**src/sv/tftpc_pkg.sv**
```systemverilog
`timescale 1ns / 1ps

package tftpc_pkg;

	localparam int BLOCK_SIZE = 512;
	localparam logic [9:0]  BLOCK_SIZE_CL = 10'(BLOCK_SIZE);
	localparam logic [15:0] BLOCK_SIZE_PL = 16'(BLOCK_SIZE);

	localparam logic [15:0] INIT_SERVER_PORT = 16'd69;
	localparam logic [31:0] INIT_TIMEOUT     = 32'd1000;

	localparam logic [15:0] M10_RECIP = 16'd52429;

	localparam logic [1:0] CFG_PUSH_MODE = 2'd0;
	localparam logic [1:0] CFG_TIMEOUT   = 2'd1;
	localparam logic [1:0] CFG_PORT      = 2'd2;

	localparam logic [1:0] EV_START  = 2'd0;
	localparam logic [1:0] EV_PACKET = 2'd1;
	localparam logic [1:0] EV_TICK   = 2'd2;
	localparam logic [1:0] EV_ABORT  = 2'd3;

	localparam logic [15:0] PKT_DATA  = 16'd3;
	localparam logic [15:0] PKT_ACK   = 16'd4;
	localparam logic [15:0] PKT_ERROR = 16'd5;
	localparam logic [15:0] PKT_OACK  = 16'd6;

	localparam logic [15:0] TFTP_ERR_NOT_FOUND = 16'd1;
	localparam logic [15:0] TFTP_ERR_ACCESS    = 16'd2;

	localparam logic [2:0] SEND_NONE = 3'd0;
	localparam logic [2:0] SEND_RRQ  = 3'd1;
	localparam logic [2:0] SEND_WRQ  = 3'd2;
	localparam logic [2:0] SEND_DATA = 3'd3;
	localparam logic [2:0] SEND_ACK  = 3'd4;

	localparam logic [2:0] ERR_NONE      = 3'd0;
	localparam logic [2:0] ERR_NOT_FOUND = 3'd1;
	localparam logic [2:0] ERR_ACCESS    = 3'd2;
	localparam logic [2:0] ERR_PROTOCOL  = 3'd3;
	localparam logic [2:0] ERR_LOCAL_IO  = 3'd4;
	localparam logic [2:0] ERR_ABORTED   = 3'd5;

	localparam logic [2:0] PHC_IDLE  = 3'd0;
	localparam logic [2:0] PHC_RRQ   = 3'd1;
	localparam logic [2:0] PHC_WRQ   = 3'd2;
	localparam logic [2:0] PHC_RDATA = 3'd3;
	localparam logic [2:0] PHC_WDATA = 3'd4;
	localparam logic [2:0] PHC_OACK  = 3'd5;
	localparam logic [2:0] PHC_LAST  = 3'd6;
	localparam logic [2:0] PHC_DONE  = 3'd7;

	typedef enum logic [7:0] {
		PH_IDLE  = 8'b0000_0001,
		PH_RRQ   = 8'b0000_0010,
		PH_WRQ   = 8'b0000_0100,
		PH_RDATA = 8'b0000_1000,
		PH_WDATA = 8'b0001_0000,
		PH_OACK  = 8'b0010_0000,
		PH_LAST  = 8'b0100_0000,
		PH_DONE  = 8'b1000_0000
	} phase_t;

	typedef struct packed {
		logic        push_mode;
		logic [31:0] timeout_ticks;
		logic [15:0] initial_server_port;
	} cfg_t;

	typedef struct packed {
		logic [1:0]  opcode;
		logic [15:0] pkt_opcode;
		logic [15:0] pkt_word;
		logic [15:0] udp_len;
		logic [15:0] src_port;
		logic [9:0]  chunk_len;
		logic        io_error;
	} evt_t;

	typedef struct packed {
		phase_t      phase;
		logic [15:0] block_num;
		logic [15:0] last_block_num;
		logic [15:0] server_port;
		logic [9:0]  last_send_len;
		logic [31:0] idle_ticks;
		logic [31:0] progress_count;
		logic [2:0]  error_code;
	} st_t;

	typedef struct packed {
		logic [2:0]  send_kind;
		logic [15:0] send_block;
		logic [9:0]  send_data_len;
		logic [15:0] dest_port;
		logic        fetch_chunk;
		logic        store_payload;
		logic [15:0] payload_len;
		logic [2:0]  phase;
		logic        done_res;
		logic [2:0]  error_code;
		logic [31:0] progress;
	} res_t;

	function automatic logic [2:0] phase_code(input phase_t ph);
		logic [2:0] c;
		case (ph)
			PH_IDLE:  c = PHC_IDLE;
			PH_RRQ:   c = PHC_RRQ;
			PH_WRQ:   c = PHC_WRQ;
			PH_RDATA: c = PHC_RDATA;
			PH_WDATA: c = PHC_WDATA;
			PH_OACK:  c = PHC_OACK;
			PH_LAST:  c = PHC_LAST;
			PH_DONE:  c = PHC_DONE;
			default:  c = PHC_IDLE;
		endcase
		return c;
	endfunction

	// block number is a multiple of ten: reciprocal multiply, then check back
	function automatic logic mod10_zero(input logic [15:0] w);
		logic [31:0] prod;
		logic [12:0] q;
		logic [15:0] back;
		prod = {16'd0, w} * {16'd0, M10_RECIP};
		q    = prod[31:19];
		back = 16'({q, 3'b000}) + 16'({q, 1'b0});
		return back == w;
	endfunction

endpackage

```
**src/sv/tftpc_cfg.sv**
```systemverilog
`timescale 1ns / 1ps

module tftpc_cfg (
	input  logic                clk,
	input  logic                arst_n,
	input  logic                cfg_we,
	input  logic [1:0]          cfg_index,
	input  logic [31:0]         cfg_wdata,
	output tftpc_pkg::cfg_t     cfg
);

	tftpc_pkg::cfg_t cfg_q;

	always_ff @(posedge clk or negedge arst_n) begin
		if (!arst_n) begin
			cfg_q.push_mode           <= 1'b0;
			cfg_q.timeout_ticks       <= tftpc_pkg::INIT_TIMEOUT;
			cfg_q.initial_server_port <= tftpc_pkg::INIT_SERVER_PORT;
		end else if (cfg_we) begin
			case (cfg_index)
				tftpc_pkg::CFG_PUSH_MODE: cfg_q.push_mode           <= cfg_wdata[0];
				tftpc_pkg::CFG_TIMEOUT:   cfg_q.timeout_ticks       <= cfg_wdata;
				tftpc_pkg::CFG_PORT:      cfg_q.initial_server_port <= cfg_wdata[15:0];
				default: ;
			endcase
		end
	end

	assign cfg = cfg_q;

endmodule

```
**src/sv/tftpc_step.sv**
```systemverilog
`timescale 1ns / 1ps

module tftpc_step (
	input  tftpc_pkg::st_t  st,
	input  tftpc_pkg::evt_t evt,
	input  tftpc_pkg::cfg_t cfg,
	input  logic            blk_m10,
	output tftpc_pkg::st_t  nxt,
	output tftpc_pkg::res_t res
);

	tftpc_pkg::st_t  p;
	tftpc_pkg::st_t  n;
	tftpc_pkg::res_t r;
	logic            active;
	logic            want;
	logic            sent;
	logic            data_end;
	logic            stopped;
	logic [9:0]      e_chunk;
	logic            e_ioe;
	logic [9:0]      nn;
	logic [15:0]     plen;

	always_comb begin
		p        = st;
		r        = '0;
		want     = 1'b0;
		sent     = 1'b0;
		data_end = 1'b0;
		stopped  = 1'b0;
		e_chunk  = evt.chunk_len;
		e_ioe    = evt.io_error;
		nn       = (evt.chunk_len > tftpc_pkg::BLOCK_SIZE_CL) ?
			tftpc_pkg::BLOCK_SIZE_CL : evt.chunk_len;
		plen     = evt.udp_len - 16'd4;
		active   = (st.phase != tftpc_pkg::PH_IDLE) && (st.phase != tftpc_pkg::PH_DONE);

		case (evt.opcode)
			tftpc_pkg::EV_START: begin
				p.last_block_num = '0;
				p.progress_count = '0;
				p.error_code     = tftpc_pkg::ERR_NONE;
				p.server_port    = cfg.initial_server_port;
				p.phase          = cfg.push_mode ? tftpc_pkg::PH_WRQ : tftpc_pkg::PH_RRQ;
				p.block_num      = 16'd1;
				want             = 1'b1;
				e_chunk          = '0;
				e_ioe            = 1'b0;
			end
			tftpc_pkg::EV_PACKET: begin
				if (active && evt.udp_len >= 16'd2) begin
					case (evt.pkt_opcode)
						tftpc_pkg::PKT_ACK: begin
							if (cfg.push_mode && evt.pkt_word == st.last_block_num) begin
								p.block_num = evt.pkt_word + 16'd1;
								if (st.phase == tftpc_pkg::PH_LAST) begin
									p.phase = tftpc_pkg::PH_DONE;
								end else begin
									p.server_port = evt.src_port;
									p.phase       = tftpc_pkg::PH_WDATA;
									want          = 1'b1;
								end
							end
						end
						tftpc_pkg::PKT_OACK: begin
							p.server_port = evt.src_port;
							if (cfg.push_mode) begin
								p.phase     = tftpc_pkg::PH_WDATA;
								p.block_num = 16'd1;
							end else begin
								p.phase     = tftpc_pkg::PH_OACK;
								p.block_num = 16'd0;
							end
							want = 1'b1;
						end
						tftpc_pkg::PKT_DATA: begin
							if (evt.udp_len >= 16'd4) begin
								p.block_num = evt.pkt_word;
								if (st.phase == tftpc_pkg::PH_RRQ ||
								    st.phase == tftpc_pkg::PH_OACK) begin
									p.phase          = tftpc_pkg::PH_RDATA;
									p.server_port    = evt.src_port;
									p.last_block_num = '0;
									if (evt.pkt_word != 16'd1) begin
										p.error_code = tftpc_pkg::ERR_PROTOCOL;
										p.phase      = tftpc_pkg::PH_DONE;
										stopped      = 1'b1;
									end
								end
								if (!stopped && evt.pkt_word != p.last_block_num) begin
									p.last_block_num = evt.pkt_word;
									if (blk_m10)
										p.progress_count = p.progress_count + 32'd1;
									r.store_payload = 1'b1;
									r.payload_len   = plen;
									if (evt.io_error) begin
										p.error_code = tftpc_pkg::ERR_LOCAL_IO;
										p.phase      = tftpc_pkg::PH_DONE;
									end else begin
										want     = 1'b1;
										data_end = plen < tftpc_pkg::BLOCK_SIZE_PL;
									end
								end
							end
						end
						tftpc_pkg::PKT_ERROR: begin
							p.phase = tftpc_pkg::PH_DONE;
							if (evt.pkt_word == tftpc_pkg::TFTP_ERR_NOT_FOUND)
								p.error_code = tftpc_pkg::ERR_NOT_FOUND;
							else if (evt.pkt_word == tftpc_pkg::TFTP_ERR_ACCESS)
								p.error_code = tftpc_pkg::ERR_ACCESS;
							else
								p.error_code = tftpc_pkg::ERR_PROTOCOL;
						end
						default: ;
					endcase
				end
			end
			tftpc_pkg::EV_TICK: begin
				if (active) begin
					p.idle_ticks = st.idle_ticks + 32'd1;
					want         = p.idle_ticks >= cfg.timeout_ticks;
				end
			end
			tftpc_pkg::EV_ABORT: begin
				if (active) begin
					p.error_code = tftpc_pkg::ERR_ABORTED;
					p.phase      = tftpc_pkg::PH_DONE;
				end
			end
			default: ;
		endcase

		n = p;
		if (e_chunk != evt.chunk_len)
			nn = '0;
		if (want) begin
			case (p.phase)
				tftpc_pkg::PH_RRQ: begin
					sent        = 1'b1;
					r.send_kind = tftpc_pkg::SEND_RRQ;
				end
				tftpc_pkg::PH_WRQ: begin
					sent        = 1'b1;
					r.send_kind = tftpc_pkg::SEND_WRQ;
				end
				tftpc_pkg::PH_RDATA, tftpc_pkg::PH_OACK: begin
					sent         = 1'b1;
					r.send_kind  = tftpc_pkg::SEND_ACK;
					r.send_block = p.block_num;
				end
				tftpc_pkg::PH_LAST: begin
					sent            = 1'b1;
					r.send_kind     = tftpc_pkg::SEND_DATA;
					r.send_block    = p.last_block_num;
					r.send_data_len = p.last_send_len;
				end
				tftpc_pkg::PH_WDATA: begin
					if (p.last_block_num != p.block_num) begin
						n.last_block_num = p.block_num;
						if (e_ioe) begin
							n.error_code = tftpc_pkg::ERR_LOCAL_IO;
							n.phase      = tftpc_pkg::PH_DONE;
						end else begin
							sent             = 1'b1;
							r.fetch_chunk    = 1'b1;
							n.progress_count = p.progress_count + {22'd0, nn};
							if (nn < tftpc_pkg::BLOCK_SIZE_CL)
								n.phase = tftpc_pkg::PH_LAST;
							n.last_send_len  = nn;
							r.send_kind      = tftpc_pkg::SEND_DATA;
							r.send_block     = p.block_num;
							r.send_data_len  = nn;
						end
					end else begin
						sent            = 1'b1;
						r.send_kind     = tftpc_pkg::SEND_DATA;
						r.send_block    = p.block_num;
						r.send_data_len = p.last_send_len;
					end
				end
				default: ;
			endcase
		end
		if (sent) begin
			r.dest_port  = p.server_port;
			n.idle_ticks = '0;
		end
		if (data_end)
			n.phase = tftpc_pkg::PH_DONE;

		r.phase      = tftpc_pkg::phase_code(n.phase);
		r.done_res   = n.phase == tftpc_pkg::PH_DONE;
		r.error_code = n.error_code;
		r.progress   = n.progress_count;
	end

	assign nxt = n;
	assign res = r;

endmodule

```
**src/sv/tftp_client_transfer_control.sv**
```systemverilog
`timescale 1ns / 1ps

// channel   | handshake           | words
// ----------+---------------------+---------------------------------------------
// event in  | in_valid / in_ready | opcode pkt_opcode pkt_word udp_len src_port
//           |                     | chunk_len io_error
// result    | out_valid/out_ready | send_kind send_block send_data_len dest_port
//           |                     | fetch_chunk store_payload payload_len phase
//           |                     | done_res error_code progress
// config    | cfg_we              | cfg_index cfg_wdata
//
// One event word per cycle unless out_ready low holds a result. Input register, then
// the transfer update and result register in one pass.
// arst_n clears phase to idle, counters and block numbers to zero, the server
// port to 69 and the configuration to its defaults.
// out_ready low holds the result; the input register still takes one word.

module tftp_client_transfer_control (
	input  logic        clk,
	input  logic        arst_n,
	input  logic        cfg_we,
	input  logic [1:0]  cfg_index,
	input  logic [31:0] cfg_wdata,
	input  logic        in_valid,
	output logic        in_ready,
	input  logic [1:0]  opcode,
	input  logic [15:0] pkt_opcode,
	input  logic [15:0] pkt_word,
	input  logic [15:0] udp_len,
	input  logic [15:0] src_port,
	input  logic [9:0]  chunk_len,
	input  logic        io_error,
	output logic        out_valid,
	input  logic        out_ready,
	output logic [2:0]  send_kind,
	output logic [15:0] send_block,
	output logic [9:0]  send_data_len,
	output logic [15:0] dest_port,
	output logic        fetch_chunk,
	output logic        store_payload,
	output logic [15:0] payload_len,
	output logic [2:0]  phase,
	output logic        done_res,
	output logic [2:0]  error_code,
	output logic [31:0] progress
);

	tftpc_pkg::cfg_t cfg;
	tftpc_pkg::evt_t evt_in;
	tftpc_pkg::evt_t evt_s1;
	logic            m10_s1;
	logic            valid_s1;
	tftpc_pkg::st_t  st_q;
	tftpc_pkg::st_t  st_nxt;
	tftpc_pkg::res_t res_nxt;
	tftpc_pkg::res_t res_s2;
	logic            valid_s2;
	logic            advance;

	tftpc_cfg u_cfg (
		.clk       (clk),
		.arst_n    (arst_n),
		.cfg_we    (cfg_we),
		.cfg_index (cfg_index),
		.cfg_wdata (cfg_wdata),
		.cfg       (cfg)
	);

	assign evt_in.opcode     = opcode;
	assign evt_in.pkt_opcode = pkt_opcode;
	assign evt_in.pkt_word   = pkt_word;
	assign evt_in.udp_len    = udp_len;
	assign evt_in.src_port   = src_port;
	assign evt_in.chunk_len  = chunk_len;
	assign evt_in.io_error   = io_error;

	assign advance  = valid_s1 && (!valid_s2 || out_ready);
	assign in_ready = !valid_s1 || advance;

	always_ff @(posedge clk or negedge arst_n) begin
		if (!arst_n)
			valid_s1 <= 1'b0;
		else if (in_ready)
			valid_s1 <= in_valid;
	end

	always_ff @(posedge clk) begin
		if (in_ready && in_valid) begin
			evt_s1 <= evt_in;
			m10_s1 <= tftpc_pkg::mod10_zero(pkt_word);
		end
	end

	tftpc_step u_step (
		.st      (st_q),
		.evt     (evt_s1),
		.cfg     (cfg),
		.blk_m10 (m10_s1),
		.nxt     (st_nxt),
		.res     (res_nxt)
	);

	always_ff @(posedge clk or negedge arst_n) begin
		if (!arst_n) begin
			st_q.phase          <= tftpc_pkg::PH_IDLE;
			st_q.block_num      <= '0;
			st_q.last_block_num <= '0;
			st_q.server_port    <= tftpc_pkg::INIT_SERVER_PORT;
			st_q.last_send_len  <= '0;
			st_q.idle_ticks     <= '0;
			st_q.progress_count <= '0;
			st_q.error_code     <= tftpc_pkg::ERR_NONE;
		end else if (advance) begin
			st_q <= st_nxt;
		end
	end

	always_ff @(posedge clk or negedge arst_n) begin
		if (!arst_n)
			valid_s2 <= 1'b0;
		else if (advance)
			valid_s2 <= 1'b1;
		else if (out_ready)
			valid_s2 <= 1'b0;
	end

	always_ff @(posedge clk) begin
		if (advance)
			res_s2 <= res_nxt;
	end

	assign out_valid     = valid_s2;
	assign send_kind     = res_s2.send_kind;
	assign send_block    = res_s2.send_block;
	assign send_data_len = res_s2.send_data_len;
	assign dest_port     = res_s2.dest_port;
	assign fetch_chunk   = res_s2.fetch_chunk;
	assign store_payload = res_s2.store_payload;
	assign payload_len   = res_s2.payload_len;
	assign phase         = res_s2.phase;
	assign done_res      = res_s2.done_res;
	assign error_code    = res_s2.error_code;
	assign progress      = res_s2.progress;

`ifndef NO_ASSERTIONS
	a_adv_fills: assert property (@(posedge clk) disable iff (!arst_n)
		advance |=> valid_s2)
		else $error("result register not loaded after update");

	a_done_phase: assert property (@(posedge clk) disable iff (!arst_n)
		valid_s2 |-> (done_res == (phase == tftpc_pkg::PHC_DONE)))
		else $error("done status disagrees with phase");

	a_no_send_port: assert property (@(posedge clk) disable iff (!arst_n)
		(valid_s2 && send_kind == tftpc_pkg::SEND_NONE) |-> (dest_port == 16'd0))
		else $error("port given with no send");

	a_store_len: assert property (@(posedge clk) disable iff (!arst_n)
		(valid_s2 && !store_payload) |-> (payload_len == 16'd0))
		else $error("payload length without store");

	a_idle_quiet: assert property (@(posedge clk) disable iff (!arst_n)
		(advance && (st_q.phase == tftpc_pkg::PH_IDLE || st_q.phase == tftpc_pkg::PH_DONE)
		 && evt_s1.opcode != tftpc_pkg::EV_START) |=> (send_kind == tftpc_pkg::SEND_NONE))
		else $error("send while no transfer active");
`endif

endmodule
```
**config.mk**
```make
export PLATFORM = sky130hd
export DESIGN_NAME = tftp_client_transfer_control
export DESIGN_NICKNAME = d
export VERILOG_FILES = /design/src/sv/tftpc_pkg.sv /design/src/sv/tftpc_cfg.sv /design/src/sv/tftpc_step.sv /design/src/sv/tftp_client_transfer_control.sv
export SDC_FILE = /design/constraint.sdc
export NUM_CORES = 1
export LEC_CHECK = 0
export BUFFER_PORTS_ARGS = -buffer_cell sky130_fd_sc_hd__buf_2
export CELL_PAD_IN_SITES_DETAIL_PLACEMENT = 1
export CELL_PAD_IN_SITES_GLOBAL_PLACEMENT = 2
export CORE_ASPECT_RATIO = 2
export CORE_MARGIN = 4
export CORE_UTILIZATION = 30
export DETAILED_ROUTE_END_ITERATION = 8
export GPL_TIMING_DRIVEN = 0
export MAX_ROUTING_LAYER = met4
export PLACE_DENSITY = 0.69
export SLEW_MARGIN = 20
export SYNTH_ARGS = -nofsm -noshare
export SYNTH_HDL_FRONTEND = slang
export SYNTH_SLANG_ARGS = --single-unit
```
**constraint.sdc**
```tcl
create_clock -name clk -period 9.4 [get_ports clk]
set_input_delay 1.88 -clock clk [delete_from_list [all_inputs] [get_ports clk]]
set_output_delay 1.88 -clock clk [all_outputs]
set_load 0.02 [all_outputs]
```
Word-level counts from Yosys, hierarchy flattened --
Index checks and enable logic that the tools add are counted.
Word-level totals: flip-flop bits (word level) 364, input bits 116, output and inout port bits 104, word-level logic and storage cells 206
Operators by class: $add $sub $neg 6, multipliers 1, order comparisons 6, eq/ne operators 35, mux-type cells 98, bitwise gates (word level) 1, reduce and logical (&&, ||, !) cells 27
Operators with widths (number):
- $mux W32 | 11
- $mux W35 | 6
- $pmux W16 S3 | 3
- $mux W16 | 7
- $mux W56 | 2
- $mux W8 | 12
- $pmux W48 S2 | 1
- $add A32 B1 Y32 const B | 2
- $pmux W32 S2 | 1
- $mux W28 | 2
- $eq A16 B3 Y1 const B | 3
- $add A32 B10 Y32 | 1
- $eq A16 B16 Y1 | 2
- $eq A16 B2 Y1 const B | 2
- $ge A32 B32 Y1 | 1
- $mul A16 B16 Y32 const B | 1
- $ne A16 B16 Y1 | 2
- $pmux W8 S4 | 1
- $mux W10 | 3
- $mux W3 | 10
- $mux W1 | 26
- $eq A8 B2 Y1 const B | 3
- $eq A8 B6 Y1 const B | 3
- $eq A8 B7 Y1 const B | 3
- other kinds (43) | 66

Longest topological paths before layout --
Gate-level depths: netlist (run 1).
depth after elaboration 22, gate-level depth with buffers 33, gate-level depth less buffers 33

Hierarchy --
From an unflattened synthesis (run 1), not the netlist that was laid out.
Unflattened totals: cells, all modules 2641, area, all modules 27008.4 um^2
By module, submodules not included:
- tftp_client_transfer_control | times used 1, cells each 1022, area an instance 15542.4 um^2, sequential area each 8788.4 um^2
- tftpc_step | times used 1, cells each 1514, area an instance 9434.0 um^2, sequential area each 0.0 um^2
- tftpc_cfg | times used 1, cells each 105, area an instance 2031.9 um^2, sequential area each 1237.4 um^2

Worst setup path before layout (run 1) --
OpenSTA, ideal clock, no wires.
path type input to register, start point input port pkt_word[10], end point register m10_s1, data pin, library setup time 0.146 ns, arrival time 8.609 ns, required time 9.254 ns, path slack 0.645 ns, stages on the path 32, path buffers 0, cells stage by stage ha_1 -> ha_1 -> inv_1 -> fa_1 -> inv_1 -> fa_1 -> fa_1 -> inv_1 -> fa_1 -> inv_1 -> ha_1 -> a21o_1 -> a2111oi_0 -> o21ai_0 -> o31a_1 -> o21ai_0 -> nand2b_1 -> xor2_1 -> ha_1 -> a21o_1 -> a21o_1 -> a21o_1 -> a21o_1 -> a21o_1 -> a21oi_1 -> o21ai_0 -> o41ai_1 -> xnor2_1 -> nand2_1 -> o2bb2ai_1 -> nand2_1 -> a21oi_1
On the way: cells in the longest elaborated chain, start to end 3
RTL lines:
- start: declaration | RTL line tftp_client_transfer_control.sv:28 | input logic [15:0] pkt_word,
- $mul A16 B16 Y32 | RTL line tftpc_pkg.sv:126 | prod = {16'd0, w} * {16'd0, M10_RECIP};
- $add A16 B14 Y16 | RTL line tftpc_pkg.sv:128 | back = 16'({q, 3'b000}) + 16'({q, 1'b0});
- $eq A16 B16 Y1 * | RTL line tftpc_pkg.sv:129 | return back == w;
- end signal: assignment | RTL line tftp_client_transfer_control.sv:90 | m10_s1 <= tftpc_pkg::mod10_zero(pkt_word);
- end: declaration | RTL line tftp_client_transfer_control.sv:51 | logic m10_s1;
Mark *: on every way between the ends. The rest lies on a longest branch, timed or not. A chain may end at the register's enable or synchronous reset.

Final worst setup path (run 1) --
start point input port pkt_word[14], end point register m10_s1, data pin
The elaborated chain is that of the path after synthesis.

==> metrics.cfg, run 1 <==
[clock_network]
tritoncts = built
cts.path.max_buffers = 3
h-tree-depth = 2
cts_buffers = 39
clk_pin_slew_ps = 70
cts-root-buf = clkbuf_16
cts.sink_count = 364
insertion_delay_ps = 600
postCtsHoldBufs = 0

[sta]
fin_crit_sh_pct = 96.3
relSlewSlack_pct = 20.0
holdWs_ps = 477
setup_viol = 0
finalHoldViolations = 0
skew_ps = 24.5
fin_crit_ps = 9060
fmax_mhz = 110
drv_slew = 0
worst_slew_pin_slew_ps = 1200

[pwr]
p_leak_nw = 12.6
finalPower_mw = 8.08
vdd_ir_drop_max_mv = 0.258
p_per_area_nw_per_um2 = 274

[drt]
viasPerCell = 5.33
wl_met3_um = 2980
wirelength_um = 96200
vias = 20729
wl_per_cell_um = 24.7
wl_met2_um = 54500
first_pass_iters = 5
top_layer_used = met4
drc = 0
wl_met1_um = 32500
drt_iter0_drc = 875
antenna_left = 0

[critical_path]
start_kind = input port
crit_type = in -> reg
ff2ff_path_depth = 24
r2r-start = evt_s1[50]$_DFFE_PP_
slowest_stage = fa_1
startpoint = pkt_word[14]
r2r-end = st_q[28]$_DFFE_PN0P_
reg2reg_setup_slack_ps = 1810
worst_setup_path_endpoint = m10_s1$_DFFE_PP_
end_kind = flop
cp_common_cell = o21a_1
crit_arrival_ps = 9400
crit_path_max_incr_delay_ps = 590
required_ps = 9740
cp_max_fo = 7

[yosys]
syn_avg_cell_area_sq_um = 10.1
syn-instance-count = 2514
synth_edf_count = 180
ys_warn_count = 0
syn_nets = 2903
synth-seq-area-share_pct = 39.5
synth_cell_type_count = 109
syn_area_sq_um = 25400
synth-seq-cells = 364
ys_async_sr_fraction_pct = 50.5
synth_top_flop_cell = edfxtp_1

[cells_and_area]
fin_area_sq_um = 29500
nets = 3176
final_layout_size_suffix_gt1_share_pct = 18.0
nFillCells = 9580
fin_cells = 3889
final_util_pct = 35.2
synthToLayoutAreaGrowth_pct = 16.2

[placed_design]
placed_cell_area_sq_um = 28000
gp_congestion = 0.931
hpwl_um = 77800
place.port_buffers = 219
dpl.cell_count = 3803

[die]
initial_core_util_pct = 30.3
fp.dieH_um = 419
num_rows = 150
die_w_um = 214
core_sq_um = 83700
ios = 220
die_area_sq_um = 89600

[grt]
grt-ovfl-total = 0
antenna_found_initial = 8
grt_max_degree = 84
first_global_vias = 23072
grt_pass1_wl_um = 143000
grt_usage_pct = 21.8

[worst_hold_path]
hold_class = reg -> reg
holdPathStages = 2

[run_status]
status = finished clean

[flow_run]
cap_violations = 0

[placed cells by master, fill, tap and decap left out, types with 15 or more instances in the layout]
cell and count:
o22ai_1 20, clkbuf_16 39, inv_1 239, a21oi_1 74, nand2_1 231, buf_4 15, nor2b_1 19, a22oi_1 20
o21a_1 15, ha_1 187, xor2_1 47, nand4_1 34, nor3_1 41, a22o_1 55, nand2b_1 26, nor2_1 202
fa_1 81, o221ai_1 17, a31oi_1 17, nor4_1 29, and3_1 25, or3_1 18, xnor2_1 102, clkbuf_1 66
and2_1 23, buf_2 232, a21o_1 20, dfrtp_1 171, nand3_1 54, edfxtp_1 180, o21ai_0 123, mux2_2 86
[metal layers]
metal | GRT usage [%] | vias up
li1 | - | 9528
met1 | 20.5 | 10486
met2 | 42.3 | 487
met3 | 2.37 | 228
met4 | 11.9 | 0
met5 | - | -
[worst max-delay path, delay by kind of cell]
family                     cells  cell delay [ps]
and+or+nand+nor                4              610
AOI/OAI and AO/OA             13             2410
xor gates and xnor gates       1              180
buffers and inverters          6              950
adders and majority gates      8             3350
[power breakdown]
| group | switching [mW] | internal, mW |
|---|---|---|
| registers | 0.0961 | 1.82 |
| logic | 2.49 | 2.05 |
| clock network | 0.747 | 0.871 |
[cells by family (layout without fill, tap and decap cells)]
group / after synthesis / count (layout) / share of synthesized area [%]
mux: 98 / 98 / 4.30
fa+ha+maj: 273 / 273 / 15.9
xor+xnor: 152 / 152 / 5.25
simple gates: 783 / 783 / 15.6
compound gates: 503 / 503 / 14.2
other cells: 0 / 8 / 0
flops: 364 / 364 / 39.5
buf+inv: 341 / 644 / 5.30
[worst min-delay path by stage]
stage                                      from                    end  slack [ps]
after floorplan           st_q[116]$_DFFE_PN0P_  st_q[116]$_DFFE_PN0P_         440
after global placement    st_q[120]$_DFFE_PN0P_  st_q[120]$_DFFE_PN0P_         460
after detailed placement  st_q[114]$_DFFE_PN0P_  st_q[114]$_DFFE_PN0P_         470
after global routing      st_q[114]$_DFFE_PN0P_  st_q[114]$_DFFE_PN0P_         520
after CTS                 st_q[114]$_DFFE_PN0P_  st_q[114]$_DFFE_PN0P_         490
final                     st_q[114]$_DFFE_PN0P_  st_q[114]$_DFFE_PN0P_         480
[cell usage after synthesis (all sizes together), types with 20 or more instances]
master  instances  share of area (%)
a21oi          77                1.5
a21o           20               0.59
xnor2         104                3.6
o21ai         131                2.6
buf            33               0.73
xor2           48                1.7
dfrtp         171                 17
clkbuf         65               0.96
nor3           45               0.95
a22o           57                2.0
nor2          202                3.0
o22ai          20               0.49
nand2         231                3.4
edfxtp        180                 21
nand4          35               0.92
ha            191                9.4
inv           243                3.6
nand2b         26               0.64
nand3          58                1.2
a22oi          20               0.59
fa             82                6.5
mux2           89                3.9
and2           24               0.59
and3           25               0.62
nor4           37                1.3
[timing repair]
item,in CTS,in global routing
pin swaps,3,9
gates resized for setup,13,17
endpoints found under the setup margin,1,1
setup buffers,2,5
[cell type report]
| cell class | count | area (sq um) | share of cell area (%) |
|---|---|---|---|
| diodes | 8 | 20.0 | 0.0679 |
| inverters | 243 | 918 | 3.11 |
| plain buffers | 98 | 434 | 1.47 |
| clock inverters | 28 | 290 | 0.984 |
| multi-input cells | 1809 | 14200 | 48.0 |
| repair buffers | 232 | 1320 | 4.47 |
| well taps | 1064 | 1330 | 4.51 |
| flip-flops and latches | 364 | 10000 | 34.0 |
| clock buffers | 43 | 1000 | 3.39 |
[flip-flops by register name (all words and copies together) (netlist names)]
| register | cells |
|---|---|
| dest_port | 16 |
| done_res | 1 |
| error_code | 3 |
| evt_s1 | 77 |
| fetch_chunk | 1 |
| m10_s1 | 1 |
| out_valid | 1 |
| payload_len | 16 |
| phase | 3 |
| progress | 32 |
| send_block | 16 |
| send_data_len | 10 |
| send_kind | 3 |
| st_q | 133 |
| store_payload | 1 |
| u_cfg.cfg | 49 |
| valid_s1 | 1 |
[through the flow]
step	setup slack, ps	TNS (ps)
floorplan	645	0
global placement	-970	-970
detailed placement	-974	-974
CTS	44.4	0
global route	-14.4	-14.4
finish	344	0
(Power assumes the default switching activity.)
==> run 2: changes to the inputs <==
- CTS_BUF_LIST: unset -> sky130_fd_sc_hd__clkbuf_4
==> metrics.cfg, run 2 (synthesis results as in run 1) <==
[sta]
drv_slew = 0  ; unchanged
fin_crit_sh_pct = 94.2  ; was 96.3%
skew_ps = 79.3  ; was 24.5 ps
relSlewSlack_pct = 22.3  ; was 20.0%
holdWs_ps = 478  ; was 477 ps
finalHoldViolations = 0  ; unchanged
setup_viol = 0  ; unchanged
rsz0062_at_grt = false
worst_slew_pin_slew_ps = 1160  ; was 1200 ps
setup_tns_ps = 0  ; unchanged
fmax_mhz = 113  ; was 110 MHz
fin_crit_ps = 8850  ; was 9060 ps

[flow_run]
cap_violations = 0  ; unchanged

[cells_and_area]
top_register = st_q  ; unchanged
largest_reg_flops = 133  ; unchanged
synthToLayoutAreaGrowth_pct = 15.5  ; was 16.2%
layout_common_cells = 240 x inv_1, 239 x buf_2, 231 x nand2_1  ; was 239 x inv_1, 232 x buf_2, 231 x nand2_1
final_common_cell = inv_1  ; unchanged
nFillCells = 9678  ; was 9580
final_layout_size_suffix_gt1_share_pct = 19.6  ; was 18.0%
multiInputGateArea_sq_um = 14100  ; was 14200 sq um
nets = 3224  ; was 3176
regArea_sq_um = 10000  ; unchanged

[grt]
grt-ovfl-total = 0  ; unchanged
first_global_vias = 23512  ; was 23072
grt_usage_pct = 22.1  ; was 21.8%
grt_pass1_wl_um = 144000  ; was 143000 um
antenna_found_initial = 11  ; was 8
grt_max_degree = 84  ; unchanged

[clock_network]
cts_buffers = 93  ; was 39
insertion_delay_ps = 970  ; was 600 ps
cts.path.max_buffers = 3  ; unchanged
h-tree-depth = 3  ; was 2
clk_pin_slew_ps = 70  ; about the same
cts-root-buf = clkbuf_4  ; was clkbuf_16
tritoncts = built  ; unchanged
cts.sink_count = 364  ; unchanged
postCtsHoldBufs = 0  ; unchanged

[critical_path]
required_ps = 10180  ; was 9740 ps
slowest_stage = fa_1  ; unchanged
crit_arrival_ps = 9630  ; was 9400 ps
end_kind = flop  ; unchanged
cp_max_fo = 8  ; was 7
start_kind = input port  ; unchanged
cp_common_cell = a21o_1  ; was o21a_1
crit_path_max_incr_delay_ps = 620  ; was 590 ps
crit_type = in -> reg  ; unchanged

[die]
core_sq_um = 83700  ; unchanged
ios = 220  ; unchanged
die_area_sq_um = 89600  ; unchanged
num_rows = 150  ; unchanged
initial_core_util_pct = 30.3  ; unchanged
die_w_um = 214  ; unchanged
fp.dieH_um = 419  ; unchanged

[pwr]
vdd_ir_drop_max_mv = 0.240  ; was 0.258 mV
p_leak_nw = 12.7  ; was 12.6 nW
p_per_area_nw_per_um2 = 264  ; was 274 nW/um^2

[drt]
first_pass_iters = 5  ; unchanged
drt_iter0_drc = 913  ; was 875
wl_per_cell_um = 24.2  ; was 24.7 um
drc = 0  ; unchanged
wirelength_um = 96600  ; was 96200 um
viasPerCell = 5.30  ; was 5.33
vias = 21156  ; was 20729
antenna_left = 0  ; unchanged

[placed_design]
gp_congestion = 0.931  ; unchanged
place.port_buffers = 219  ; unchanged
hpwl_um = 77800  ; unchanged

[worst_hold_path]
hold_class = reg -> reg  ; unchanged

[run_status]
status = finished clean  ; unchanged

[run 2: final cells by class]
type / count / share of cell area [%]
Buffer: 98 / 1.48
Antenna cell: 13 / 0.111
Sequential cell: 364 / 34.2
Clock buffer: 130 / 3.33
Inverter: 243 / 3.12
Clock inverter: 45 / 0.850
Tap cell: 1064 / 4.54
Multi-Input combinational cell: 1809 / 48.1
Timing Repair Buffer: 226 / 4.29
[run 2: critical path: cells and delay by family]
family | cells | cell delay [ps]
XOR/XNOR | 2 | 450
AND/OR/NAND/NOR | 3 | 320
AO/OA/AOI/OAI | 15 | 2870
buffers and inverters | 6 | 590
adder cells (fa/ha/maj) | 8 | 3520
[run 2: through the flow]
step | utilization, % | setup WS [ps] | cells | power, mW | area, sq um
CTS | 34.9 | 121 | 3978 | 7.84 | 29200
finish | 35.0 | 546 | 3992 | 7.73 | 29300
global placement | 33.2 | -970 | 3797 | 6.15 | 27800
detailed placement | 33.4 | -974 | 3803 | 6.31 | 28000
global route | 35.0 | 77.4 | 3992 | 8.48 | 29300
floorplan | - | 645 | 2514 | 5.16 | 25400
[run 2: report_power, final]
group / switching [mW] / internal [mW] / total [mW]
Sequential: 0.0965 / 1.82 / 1.92
Clock: 0.752 / 0.702 / 1.45
Combinational: 2.42 / 1.93 / 4.36
[run 2: final timing paths]
kind | from | to | slack, ps | cells after the start
worst max-delay path | pkt_word[0] | m10_s1$_DFFE_PP_ | 550 | 34
worst min-delay path | st_q[114]$_DFFE_PN0P_ | st_q[114]$_DFFE_PN0P_ | 480 | 2
worst max register to register | evt_s1[55]$_DFFE_PP_ | st_q[28]$_DFFE_PN0P_ | 1870 | 23
worst min register to register | st_q[114]$_DFFE_PN0P_ | st_q[114]$_DFFE_PN0P_ | 480 | 2
max in group asynchronous | arst_n | u_cfg.cfg[24]$_DFFE_PN1P_ | 7330 | 3
min in group asynchronous | arst_n | st_q[22]$_DFFE_PN0P_ | 790 | 1
[run 2: per-layer routing]
layer | up-vias | track usage (%) | part of all wire (%)
li1 | 9696 | - | -
met1 | 10657 | 20.2 | 33
met2 | 554 | 42.3 | 56
met3 | 249 | 3.50 | 3.8
met4 | 0 | 12.5 | 6.4
met5 | - | - | 0
[run 2: what timing repair did]
action | CTS | global route
gates resized for setup | 0 | 7
setup buffers | 0 | 1
setup endpoints to repair | 0 | 1
